$ cat config.mk
export PLATFORM = sky130hd
export DESIGN_NAME = pvq_argmin
export DESIGN_NICKNAME = d
export VERILOG_FILES = /design/src/hdl/pvq_pkg.sv /design/src/hdl/pvq_argmin.sv
export SDC_FILE = /design/constraint.sdc
export NUM_CORES = 1
export LEC_CHECK = 0
export ABC_AREA = 0
export BUFFER_PORTS_ARGS = -buffer_cell sky130_fd_sc_hd__buf_2
export CAP_MARGIN = 25
export CORE_ASPECT_RATIO = 0.5
export CORE_UTILIZATION = 46
export CTS_CLUSTER_SIZE = 12
export DETAILED_ROUTE_END_ITERATION = 6
export GPL_ROUTABILITY_DRIVEN = 0
export PLACE_DENSITY = 0.71
export SLEW_MARGIN = 25
export SYNTH_ARGS = -nofsm -noshare
export SYNTH_HDL_FRONTEND = slang
export SYNTH_SLANG_ARGS = --single-unit
$ cat constraint.sdc
create_clock -name clk -period 11.3 [get_ports clk]
set_input_delay 0.565 -clock clk [delete_from_list [all_inputs] [get_ports clk]]
set_output_delay 0.565 -clock clk [all_outputs]
set_load 0.05 [all_outputs]
$ cat src/hdl/pvq_pkg.sv
// ----------------------------------------------------------------------------
// pvq_pkg
// Shared types and constants for the palette vector quantizer: color layout,
// distance and index widths, palette geometry.
// ----------------------------------------------------------------------------
package pvq_pkg;

    // Palette geometry
    localparam int NUM_SLOTS        = 16;
    localparam int PAL_WORDS        = 4;
    localparam int ENTRIES_PER_WORD = NUM_SLOTS / PAL_WORDS;
    localparam int ENTRY_W          = 16;
    localparam int PAL_WORD_W       = ENTRY_W * ENTRIES_PER_WORD;
    localparam int PADDR_W          = 5;
    localparam int DEFAULT_ENTRIES  = 16;

    // Argmin tree geometry: groups in the first level, one pick in the second
    localparam int GROUP_SIZE = 4;
    localparam int NUM_GROUPS = NUM_SLOTS / GROUP_SIZE;

    // Datapath widths
    localparam int CH_W   = 5;
    localparam int SQ_W   = 2 * CH_W;
    localparam int DIST_W = SQ_W + 2;
    localparam int IDX_W  = 4;

    // Larger than any real distance (3 * 31 * 31 = 2883), never wins
    localparam logic [DIST_W-1:0] DIST_NONE = '1;

    typedef logic [CH_W-1:0]   chan_t;
    typedef logic [SQ_W-1:0]   sq_t;
    typedef logic [DIST_W-1:0] dist_t;
    typedef logic [IDX_W-1:0]  idx_t;

    // RGB555: red 4:0, green 9:5, blue 14:10
    typedef struct packed {
        chan_t blue;
        chan_t green;
        chan_t red;
    } color_t;

    // Absolute channel difference
    function automatic chan_t abs_diff(input chan_t a, input chan_t b);
        chan_t d;
        d = (a > b) ? (a - b) : (b - a);
        return d;
    endfunction

endpackage

$ cat src/hdl/pvq_argmin.sv
// ----------------------------------------------------------------------------
// pvq_argmin
// Index of the smallest distance over all palette slots, as a two-level
// registered tree. Strict compares keep the lowest index on a tie.
// ----------------------------------------------------------------------------
module pvq_argmin (
    input  logic                                        clk,
    input  logic                                        rst_n,
    input  logic                                        in_valid,
    input  pvq_pkg::dist_t  [pvq_pkg::NUM_SLOTS-1:0]    slot_dist,
    output logic                                        out_valid,
    output pvq_pkg::idx_t                               idx
);
    import pvq_pkg::*;

    logic  grp_valid_reg;
    logic  fin_valid_reg;
    dist_t grp_dist_next [NUM_GROUPS];
    idx_t  grp_idx_next  [NUM_GROUPS];
    dist_t grp_dist_reg  [NUM_GROUPS];
    idx_t  grp_idx_reg   [NUM_GROUPS];
    dist_t fin_dist;
    idx_t  idx_next;
    idx_t  idx_reg;

    // Advance valid bits
    always_ff @(posedge clk or negedge rst_n)
    begin
        if (!rst_n)
        begin
            grp_valid_reg <= 1'b0;
            fin_valid_reg <= 1'b0;
        end
        else
        begin
            grp_valid_reg <= in_valid;
            fin_valid_reg <= grp_valid_reg;
        end
    end

    // First level: best slot within each group, scanned upward
    always_comb
    begin
        for (int g = 0; g < NUM_GROUPS; g++)
        begin
            grp_dist_next[g] = slot_dist[g * GROUP_SIZE];
            grp_idx_next[g]  = IDX_W'(g * GROUP_SIZE);
            for (int j = 1; j < GROUP_SIZE; j++)
            begin
                if (slot_dist[g * GROUP_SIZE + j] < grp_dist_next[g])
                begin
                    grp_dist_next[g] = slot_dist[g * GROUP_SIZE + j];
                    grp_idx_next[g]  = IDX_W'(g * GROUP_SIZE + j);
                end
            end
        end
    end

    always_ff @(posedge clk)
    begin
        for (int g = 0; g < NUM_GROUPS; g++)
        begin
            grp_dist_reg[g] <= grp_dist_next[g];
            grp_idx_reg[g]  <= grp_idx_next[g];
        end
    end

    // Second level: best group, lower group first
    always_comb
    begin
        fin_dist = grp_dist_reg[0];
        idx_next = grp_idx_reg[0];
        for (int g = 1; g < NUM_GROUPS; g++)
        begin
            if (grp_dist_reg[g] < fin_dist)
            begin
                fin_dist = grp_dist_reg[g];
                idx_next = grp_idx_reg[g];
            end
        end
    end

    always_ff @(posedge clk)
    begin
        idx_reg <= idx_next;
    end

    assign out_valid = fin_valid_reg;
    assign idx       = idx_reg;

endmodule

======== Yosys cells after proc, flatten, opt, wreduce, memory -nomap -nowiden ========
Memories as Yosys holds them, arrays and structs flattened.
Index checks and enable logic that the tools add are counted.
cells by class
  order comparisons ....................... 15
  muxes and demuxes ....................... 29
operators with widths
  operator             count
  < comparator 12 bit  15
  two-way mux 12 bit   14
  two-way mux 4 bit    10
  two-way mux 1 bit    4
  two-way mux 2 bit    1
word-level totals
  register bits ........................... 6
  RAM bits ................................ 64
  input port bits ......................... 195
  logic and storage cells ................. 49
  memories ................................ 2
memory list
  memory        depth  bits a word  rd ports  clocked after Yosys merged registers in  write ports  RTL line          text
  grp_dist_reg  4      12           4         0                                        4            pvq_argmin.sv:20  dist_t grp_dist_reg [NUM_GROUPS];
  grp_idx_reg   4      4            4         0                                        4            pvq_argmin.sv:21  idx_t grp_idx_reg [NUM_GROUPS];

======== Longest topological paths before layout ========
An unclocked memory read counts as a cell.
  depth in word-level cells ............... 7
  mapped depth ............................ 31
  mapped depth without buffers ............ 29

======== Worst setup path before layout ========
OpenSTA, ideal clock, no wires.
  path kind ............................... input to register
  start point ............................. input port slot_dist[145] (netlist bit)
  end point ............................... memory grp_dist_reg[3][10] (netlist bit)
  library setup time ...................... 0.129 ns
  arrival ................................. 5.798 ns
  required time ........................... 11.171 ns
  path slack .............................. 5.373 ns
  stages on the path ...................... 28
  path through ............................ inv_1 -> ha_1 -> a21o_1 -> a211oi_1 -> o31a_1 -> o21ai_1 -> buf_2 -> mux2i_1 -> ha_1 -> a21o_1 -> a21o_1 -> a21o_1 -> a211oi_1 -> o21ai_1 -> a31o_2 -> clkbuf_1 -> o21ai_0 -> ha_1 -> a21o_1 -> a21oi_1 -> nor2b_1 -> o21ai_0 -> nand2b_1 -> a21oi_1 -> o21ai_1 -> nor4_1 -> clkbuf_1 -> o31ai_1
RTL lines
  what                RTL line          text
  start: declaration  pvq_argmin.sv:10  input pvq_pkg::dist_t [pvq_pkg::NUM_SLOTS-1:0] slot_dist,
  end: declaration    pvq_argmin.sv:20

==> metrics.cfg <==
[run]
maxCapViolCount = 0

[die]
chipWidth_um = 181
start_util_pct = 47.4
fp.dieH_um = 91.3
die-area_um2 = 16500
rows = 32
coreArea_um2 = 15500
io_pins = 200

[logic_synthesis]
yosysTopAreaCellShare_pct = 27.8
muxShareOfSynthArea_pct = 13.7
synth_top_family_by_area = adder cells
yosys.area_share.simple_pct = 12.1
yosysSeqAreaShare_pct = 17.0
syn_area_um2 = 7340
ys_warn_count = 0
synth-compound-area-share_pct = 22.4
synth_cell_type_count = 63
synth_seq_cells = 62
syn_inst = 885
async_flop_share_pct = 3.23
synth_adder_area_share_pct = 27.8
syn_area_per_cell_um2 = 8.29
synth_edf_count = 0
syn-num-nets = 1243
synth_area_leader_cell = ha_1
synth_xor_area_share_pct = 0
synth_area_leaders = ha_1 28%, dfxtp_1 16%, mux2i_1 11%
yosys_most_used_dff = dfxtp_1

[sta]
fin_setup_tns_ns = 0
fmax_mhz = 156
min_period_over_period_pct = 56.7
setup_viol = 0
min_period_ns = 6.41
fin_skew_ns = 0.00448
hold_viol_final = 0
hold_slack_ns = 0.339
slew_violations = 0
worst_pin_slew_ns = 0.934
rsz0062_at_grt = false
maxSlewHeadroom_pct = 36.1

[placed_design]
numPortBuffers = 199
dp_hpwl_um = 16200
dpl-instance-area_um2 = 8520

[route]
vias = 6930
viasPerCell = 5.39
wl_per_cell_um = 14.5
drt_iter0_drc = 214
drt_pass1_iterations = 4
finalWirelength_um = 18600
drc = 0
ant_nets = 0

[pwr]
power_density_nw_per_um2 = 165
ir_drop_mv = 0.102
p_leak_nw = 4.77

[final_layout]
final_cell_area_um2 = 8830
layout-drive-gt1-share_pct = 23.7
largest_reg_flops = 48
syn2layout_area_growth_pct = 20.3
fill_cells = 1410
finalNetCount = 1434

[clock_tree]
clock_latency_ns = 0.33
cts.clk_slew.worst_paths_ns = 0.05
clkSinkCount = 62
clk_path_buf_depth = 2
numCtsBuffers = 9
cts_root_buf = clkbuf_16
cts.htree.levels = 3
ctsResizeCount = 0
cts_tree = yes
post_cts_buffers = 0

[global_route]
grt_max_degree = 29
grt_usage_pct = 22.5
antenna_found_initial = 1
grt_pass1_wl_um = 30100
first_global_vias = 6625
gr-total-overflow = 0

[critical_path]
cp_data_arrival_time_ns = 6.59
critPathMaxFanout = 25
critPathLaunchType = input pin
critPathKind = in2reg
required_ns = 11.48
cp-end-kind = flop

[worst_hold_path]
hold_path.class = in2reg

[outcome]
status = completed

## power by group
part,internal (mW),switching [mW]
Sequential,0.284,0.0319
Clock,0.174,0.0964
Combinational,0.372,0.494
Total,0.830,0.623
## layout make-up
type | instances | area, um^2 | area share (%)
clock inverters | 4 | 47.5 | 0.538
multi-input cells | 692 | 5590 | 63.3
flip-flops and latches | 62 | 1250 | 14.2
inverters | 107 | 402 | 4.55
diodes | 1 | 2.50 | 0.0283
repair buffers | 204 | 1040 | 11.7
clock buffers | 11 | 243 | 2.75
well taps | 204 | 255 | 2.89
## cell families after synthesis
logic type / Yosys count
flops: 62
mux: 98
fa+ha+maj: 163
simple gates: 181
buf+inv: 131
compound gates: 250
## cell usage in the layout, fill, tap and decap left out, types with 7 or more instances in the layout
cell type  count
a211oi_1      10
a21o_1        40
a21oi_1       56
buf_2        199
clkbuf_16      9
dfxtp_1       60
ha_1         163
inv_1        107
mux2_2        16
mux2i_1       80
nand2_1       66
nand2b_1      12
nand4_1       27
nor2_1        43
nor2b_1        7
o21ai_0       74
o21ai_1        7
o31ai_1       11
## what timing repair did
| action | in CTS | in global routing |
|---|---|---|
| endpoints found under the setup margin | 0 | 0 |
| hold buffers | 1 | 0 |
| endpoints found under the hold margin | 2 | 0 |
## layer usage
layer | up-vias | GRT usage (%) | share of wire (%)
met5 | - | 0 | 0
met3 | 19 | 5.46 | 6.3
met1 | 3124 | 29.5 | 48
met2 | 172 | 37.1 | 44
met4 | 0 | 4.91 | 1.2
li1 | 3615 | - | -
## worst paths after layout
kind / from / end / slack (ns) / cells past startpoint
min reg2reg: grp_valid_reg$_DFF_PN0_ / out_valid$_DFF_PN0_ / 0.35 / 0
min in group asynchronous: rst_n / out_valid$_DFF_PN0_ / 0.54 / 2
max: slot_dist[58] / grp_dist_reg[1][7]$_DFF_P_ / 4.89 / 26
max reg2reg: grp_dist_reg[0][1]$_DFF_P_ / idx[1]$_DFF_P_ / 5.04 / 27
min: in_valid / grp_valid_reg$_DFF_PN0_ / 0.34 / 1
max in group asynchronous: rst_n / grp_valid_reg$_DFF_PN0_ / 10.67 / 2
## synthesized netlist by cell type, types with 11 or more instances
cell type,instances
ha_1,163
inv_1,107
mux2i_1,80
o21ai_0,74
nand2_1,66
dfxtp_1,60
a21oi_1,56
nor2_1,43
a21o_1,40
nand4_1,27
clkbuf_1,16
mux2_2,16
nand2b_1,12
o31ai_1,11
## critical path: stages
cell,delay [ns]
buf_2,0.09
inv_1,0.04
ha_1,0.30
nand2_1,0.06
o21ai_0,0.48
inv_1,0.19
nand2_1,0.12
a21o_1,0.54
mux2i_1,0.23
ha_1,0.34
nand4_1,0.13
nor2_1,0.30
o2111ai_2,0.24
nor4b_4,0.37
nor3_2,0.09
o211ai_4,0.53
nor2_1,0.08
a31o_2,0.24
ha_1,0.29
a21o_1,0.16
a21o_1,0.16
a21oi_1,0.12
o21ai_0,0.10
a31oi_1,0.37
o21ai_4,0.27
mux2i_1,0.20
## per-stage QoR
stage                     power (mW)  setup WS, ns  std cells  utilization, %
final                           1.45          4.89       1285            57.0
after global placement          1.14          4.63       1268            55.0
after detailed placement        1.17          4.64       1268            55.0
after floorplan                0.946          5.37        885               -
after global routing            1.59          4.43       1284            57.0
after CTS                       1.45          4.80       1284            56.9
Power figures use the tool's default switching activity.
