<file path="config.mk">
export PLATFORM = sky130hd
export DESIGN_NAME = pvq_dist
export DESIGN_NICKNAME = d
export VERILOG_FILES = /design/src/hdl/pvq_pkg.sv /design/src/hdl/pvq_dist.sv
export SDC_FILE = /design/constraint.sdc
export NUM_CORES = 2
export LEC_CHECK = 0
export BUFFER_PORTS_ARGS = -buffer_cell sky130_fd_sc_hd__buf_4
export CORE_UTILIZATION = 68
export DETAILED_ROUTE_END_ITERATION = 8
export PLACE_DENSITY = 0.9
export SETUP_SLACK_MARGIN = 0.05
export SYNTH_ARGS = -nofsm -noshare
export SYNTH_HDL_FRONTEND = slang
export SYNTH_SLANG_ARGS = --single-unit
</file>
<file path="constraint.sdc">
create_clock -name clk -period 3.8 [get_ports clk]
set_input_delay 0.38 -clock clk [delete_from_list [all_inputs] [get_ports clk]]
set_output_delay 0.38 -clock clk [all_outputs]
set_load 0.005 [all_outputs]
</file>
<file path="src/hdl/pvq_pkg.sv">
// ----------------------------------------------------------------------------
// pvq_pkg
// Shared types and constants for the palette vector quantizer: color layout,
// distance and index widths, palette geometry.
// ----------------------------------------------------------------------------
package pvq_pkg;

    // Palette geometry
    localparam int NUM_SLOTS        = 16;
    localparam int PAL_WORDS        = 4;
    localparam int ENTRIES_PER_WORD = NUM_SLOTS / PAL_WORDS;
    localparam int ENTRY_W          = 16;
    localparam int PAL_WORD_W       = ENTRY_W * ENTRIES_PER_WORD;
    localparam int PADDR_W          = 5;
    localparam int DEFAULT_ENTRIES  = 16;

    // Argmin tree geometry: groups in the first level, one pick in the second
    localparam int GROUP_SIZE = 4;
    localparam int NUM_GROUPS = NUM_SLOTS / GROUP_SIZE;

    // Datapath widths
    localparam int CH_W   = 5;
    localparam int SQ_W   = 2 * CH_W;
    localparam int DIST_W = SQ_W + 2;
    localparam int IDX_W  = 4;

    // Larger than any real distance (3 * 31 * 31 = 2883), never wins
    localparam logic [DIST_W-1:0] DIST_NONE = '1;

    typedef logic [CH_W-1:0]   chan_t;
    typedef logic [SQ_W-1:0]   sq_t;
    typedef logic [DIST_W-1:0] dist_t;
    typedef logic [IDX_W-1:0]  idx_t;

    // RGB555: red 4:0, green 9:5, blue 14:10
    typedef struct packed {
        chan_t blue;
        chan_t green;
        chan_t red;
    } color_t;

    // Absolute channel difference
    function automatic chan_t abs_diff(input chan_t a, input chan_t b);
        chan_t d;
        d = (a > b) ? (a - b) : (b - a);
        return d;
    endfunction

endpackage

</file>
<file path="src/hdl/pvq_dist.sv">
// ----------------------------------------------------------------------------
// pvq_dist
// Squared Euclidean distance from one pixel to every palette slot, in two
// register stages: per-channel squares, then the three-term sum.
// ----------------------------------------------------------------------------
module pvq_dist #(
    parameter int PALETTE_ENTRIES = pvq_pkg::DEFAULT_ENTRIES
) (
    input  logic                                        clk,
    input  logic                                        rst_n,
    input  logic                                        in_valid,
    input  pvq_pkg::color_t                             pix,
    input  pvq_pkg::color_t [pvq_pkg::NUM_SLOTS-1:0]    palette,
    output logic                                        out_valid,
    output pvq_pkg::dist_t  [pvq_pkg::NUM_SLOTS-1:0]    slot_dist
);
    import pvq_pkg::*;

    logic  sq_valid_reg;
    logic  sum_valid_reg;

    // Advance valid bits
    always_ff @(posedge clk or negedge rst_n)
    begin
        if (!rst_n)
        begin
            sq_valid_reg  <= 1'b0;
            sum_valid_reg <= 1'b0;
        end
        else
        begin
            sq_valid_reg  <= in_valid;
            sum_valid_reg <= sq_valid_reg;
        end
    end

    genvar k;
    generate
        for (k = 0; k < NUM_SLOTS; k++)
        begin : g_slot
            if (k < PALETTE_ENTRIES)
            begin : g_live
                chan_t dr;
                chan_t dg;
                chan_t db;
                sq_t   sq_r_reg;
                sq_t   sq_g_reg;
                sq_t   sq_b_reg;
                dist_t dist_reg;

                assign dr = abs_diff(pix.red,   palette[k].red);
                assign dg = abs_diff(pix.green, palette[k].green);
                assign db = abs_diff(pix.blue,  palette[k].blue);

                // Square each channel difference
                always_ff @(posedge clk)
                begin
                    sq_r_reg <= {{CH_W{1'b0}}, dr} * {{CH_W{1'b0}}, dr};
                    sq_g_reg <= {{CH_W{1'b0}}, dg} * {{CH_W{1'b0}}, dg};
                    sq_b_reg <= {{CH_W{1'b0}}, db} * {{CH_W{1'b0}}, db};
                end

                // Sum the three squares
                always_ff @(posedge clk)
                begin
                    dist_reg <= {2'b00, sq_r_reg} + {2'b00, sq_g_reg}
                              + {2'b00, sq_b_reg};
                end

                assign slot_dist[k] = dist_reg;
            end
            else
            begin : g_unused
                // Slot outside the palette: hold a distance that never wins
                assign slot_dist[k] = DIST_NONE;
            end
        end
    endgenerate

    assign out_valid = sum_valid_reg;

endmodule

</file>
==> qor.yml, run 1 <==
run_status:
  outcome: "stopped before the end"
  lastStage: "clock tree synthesis"
  tool.error: "[ERROR DPL-0038] Utilization greater than 100%, impossible to legalize"
clock_network:
  cts_resized: 1355
  ctsHoldBuffers: 2
  numCtsBuffers: 72
  postCtsSetupRepairBufs: 407
  clock_sinks: 626
  cts_max_path_buffers: 3
  htreeDepth: 3
  root_buffer: "clkbuf_16"
synthesis:
  async_reset_ff_share_pct: 0.3195
  synth_top_area_share_pct: 21.81
  yosys_warnings: 0
  synthDistinctLibCells: 87
  synth_simple_gate_area_share_pct: 14.47
  synth_compound_area_share_pct: 13.57
  yosysMostFrequentCell: "ha_1"
  ys_ff_latch: 626
  ys_seq_area_share_pct: 20.35
  synth_top_family_by_area: "adder cells"
  synth.avg_cell_area_um2: 8.852
  synthXorXnorAreaFrac_pct: 7.787
  synth_top_area_cell: "ha_1"
  synth_edf_count: 0
  synth-main-ff-cell: "dfxtp_1"
  synth_area_um2: 61620
  synth.area.top_cells: "ha_1 (22%), dfxtp_1 (20%), fa_1 (13%)"
  synth_fa_ha_area_share_pct: 34.51
  muxShareOfSynthArea_pct: 2.768
  netlist_top_cells_count: "ha_1 (1074), inv_1 (970), dfxtp_1 (624)"
  postSynthCellCount: 6961
floorplan:
  row_count: 110
  die_width_um: 303.0
  die_y_um: 303.0
  pin_count: 451
  initial_utilization_pct: 68.56
place:
  hpwl_um: 197900
  gp_congestion: 1.015
  io_buffers: 450
[stage by stage]
step                area [um^2]  setup slack [ns]  std cells  util [%]
floorplan                 62470            -2.321       7005         -
global placement          80530            -1.742      10320     89.60
detailed placement        80530            -2.277      10320     89.60
[cells by family after synthesis]
logic type | count (synthesis)
multiplexers | 165
AND/OR/NAND/NOR | 1812
buffers and inverters | 1062
other | 1
AO/OA/AOI/OAI | 1283
XOR/XNOR | 547
flip-flops | 626
adder cells (fa/ha/maj) | 1465
==> inputs of run 2 (changes only) <==
- CORE_UTILIZATION: 68 -> 40
- PLACE_DENSITY: 0.9 -> default
- PLACE_DENSITY_LB_ADDON: default -> 0.15
- SETUP_SLACK_MARGIN: 0.05 -> default
==> run 2 against run 1 <==
Effect of this change:
- the flow now finishes, with violations (setup timing)
- synthesized area unchanged
- synthesized cell count unchanged
==> qor.yml, run 2 <==
run_status:
  outcome: "complete, but fails checks"
  violations: "setup timing"
cells_and_area:
  layout_commonest_cell: "buf_4"
  fin_util_pct: 61.82
  layout-drive-gt1-share_pct: 39.03
  fill_cells: 12930
  final_cell_mix: "buf_4 (2415), ha_1 (956), inv_1 (920)"
  syn_to_final_growth_pct: 52.93
  nNetsFinal: 11390
  largest_reg_flops: 192
sta:
  slew-limit-headroom_pct: 56.23
  worst_pin_slew_ns: 0.6521
  fin_crit_ns: 4.841
  rsz0062_at_grt: "yes"
  fmax_mhz: 206.6
  hold_viol_final: 0
  fin_skew_ns: 0.03506
  fin_crit_sh_pct: 127.4
  tns_ns: -156.82
  slew_violations: 0
  setup_ws_ns: -1.041
  finalSetupViolCount: 246
floorplan:
  pin_count: 451  # unchanged
  coreArea_um2: 152400
  die_width_um: 394.5  # +30%
  initial_utilization_pct: 40.42  # -28 points
  die_y_um: 394.5  # +30%
  row_count: 143  # +30%
  die_area_um2: 155600
clock_network:
  root_buffer: "clkbuf_16"
  cts_max_path_buffers: 3  # unchanged
  cts_tree: "done"
  clock_sinks: 626  # unchanged
  numCtsBuffers: 81  # +13%
  clk_pin_slew_ns: 0.05
  htreeDepth: 3  # unchanged
  clock_latency_ns: 0.71
global_route:
  gr-usage-met3_pct: 3.406
  grt_busiest_layer: "met2"
  grtUsageMet2_pct: 44.85
  overflow: 0
  grt_use_total_pct: 25.21
  grt_pass1_wl_um: 310800
  grt_use_met1_pct: 30.47
  antenna_found_initial: 28
  grt_pass1_vias: 58700
  grt_max_degree: 19
routing:
  routed_wl_um: 203300
  num_vias: 57590
  dr.pass1.iters: 5
  routedWlPerCell_um: 17.25
  route.detailed.drc: 0
  ant_nets: 0
  drt_iter0_drc: 2266
  viasPerCell: 4.886
power_and_ir_drop:
  leakagePower_nw: 48.48
  power_density_nw_per_um2: 734.7
  max-vdd-ir-drop_mv: 0.7718
job:
  maxCapViolations: 0
synthesis:
  synth_top_area_cell: "ha_1"
  yosysMostFrequentCell: "ha_1"
  ys_seq_area_share_pct: 20.35  # unchanged
  synth_edf_count: 0  # unchanged
  synth-main-ff-cell: "dfxtp_1"
  synth_top_area_share_pct: 21.81  # unchanged
  netlist_top_cells_count: "ha_1 (1074), inv_1 (970), dfxtp_1 (624)"
  yosys_warnings: 0  # unchanged
  async_reset_ff_share_pct: 0.3195  # unchanged
  synth_area_um2: 61620  # unchanged
  postSynthCellCount: 6961  # unchanged
  synth.area.top_cells: "ha_1 (22%), dfxtp_1 (20%), fa_1 (13%)"
  ys_ff_latch: 626  # unchanged
  synth.avg_cell_area_um2: 8.852  # unchanged
  synthDistinctLibCells: 87  # unchanged
worst_setup_path:
  required_ns: 4.35
  cp_max_fo: 8
  crit_arrival_ns: 5.39
  critPathCaptureType: "register"
  cp-start-kind: "primary input"
  path_class: "primary input to register"
place:
  io_buffers: 450  # unchanged
  gp_congestion: 0.9233  # -9.0%
  hpwl_um: 160100  # -19%
hold_path:
  hold_class: "primary input to register"
## run 2: cell counts after synthesis
No cell type changed its count.
## run 2: cell type report
cell class / count / area, um^2 / share of cell area, %
clock buffer: 105 / 2250 / 2.387
tap: 2030 / 2540 / 2.695
multi-input combinational: 5317 / 51140 / 54.27
antenna: 22 / 55.05 / 0.05842
timing repair buffer: 2670 / 21500 / 22.81
inverter: 975 / 3696 / 3.922
sequential: 626 / 12540 / 13.31
clock inverter: 41 / 514.2 / 0.5457
## run 2: through the flow
stage	worst slack (ns)	hold slack [ns]	instance area [um^2]	std cells	power (mW)
floorplan	-2.321	0.08441	62470	7005	38.34
global placement	-1.793	0.1628	82240	11240	53.37
detailed placement	-1.884	0.1646	82240	11240	54.08
CTS	-0.9069	0.1018	90080	11640	65.63
global route	-1.250	0.1468	94220	11780	75.48
finish	-1.041	0.1572	94240	11790	69.23
## run 2: metal layers
layer,up-vias,share of wire (%)
met5,-,0.028
met4,10,4.2
met3,357,4.4
met2,920,50
met1,27370,42
li1,28930,-
## run 2: final timing paths
path / from / endpoint / slack [ns] / cells after the start
setup / recovery: pix[6] / g_slot[4].g_live.sq_g_reg[9] / -1.04 / 25
hold / removal: palette[185] / g_slot[12].g_live.sq_g_reg[0] / 0.16 / 4
setup reg to reg: g_slot[15].g_live.sq_r_reg[3] / g_slot[15].g_live.dist_reg[10] / 1.02 / 12
hold reg to reg: sq_valid_reg / out_valid / 0.35 / 0
max in group asynchronous: rst_n / sq_valid_reg / 3.12 / 3
min in group asynchronous: rst_n / out_valid / 0.56 / 3
## run 2: cells by family after synthesis
kind of cell | after synthesis | synth area share [%]
other | 1 | 0.006086
xor gates and xnor gates | 547 | 7.787
and+or+nand+nor | 1812 | 14.47
buffers and inverters | 1062 | 6.534
AOI/OAI and AO/OA | 1283 | 13.57
adders and majority gates | 1465 | 34.51
DFF | 626 | 20.35
muxes | 165 | 2.768
## run 2: critical path, cell delays in order
cell and delay, ns:
buf_8 0.09, clkinvlp_4 0.13, buf_12 0.19, buf_6 0.12, ha_4 0.20, nor2b_4 0.11, o21a_1 0.18, o2111a_2 0.30
nor2_4 0.10, mux2i_2 0.26, a21boi_2 0.09, o21a_1 0.18, or3_4 0.38, fa_1 0.47, fa_1 0.48, inv_1 0.04
ha_1 0.28, inv_2 0.04, o41ai_2 0.23, ha_1 0.31, and3_1 0.18, a21oi_1 0.10, o21ai_1 0.11, o41ai_2 0.32
xnor2_1 0.11
## run 2: report_power, final
group | internal (mW) | switching (mW) | total (mW)
Combinational | 26.0 | 23.5 | 49.5
Clock | 4.80 | 3.26 | 8.06
Sequential | 10.1 | 1.59 | 11.7
## run 2: repair_timing
item | 4_1_cts | 5_1_grt
gates resized for setup | 648 | 684
hold buffers | 3 | 0
pin swaps | 474 | 577
endpoints found under the setup margin | 246 | 246
hold endpoints to repair | 3 | 0
buffers inserted | 254 | 169
Note: power is estimated with default switching activity, not from simulation.
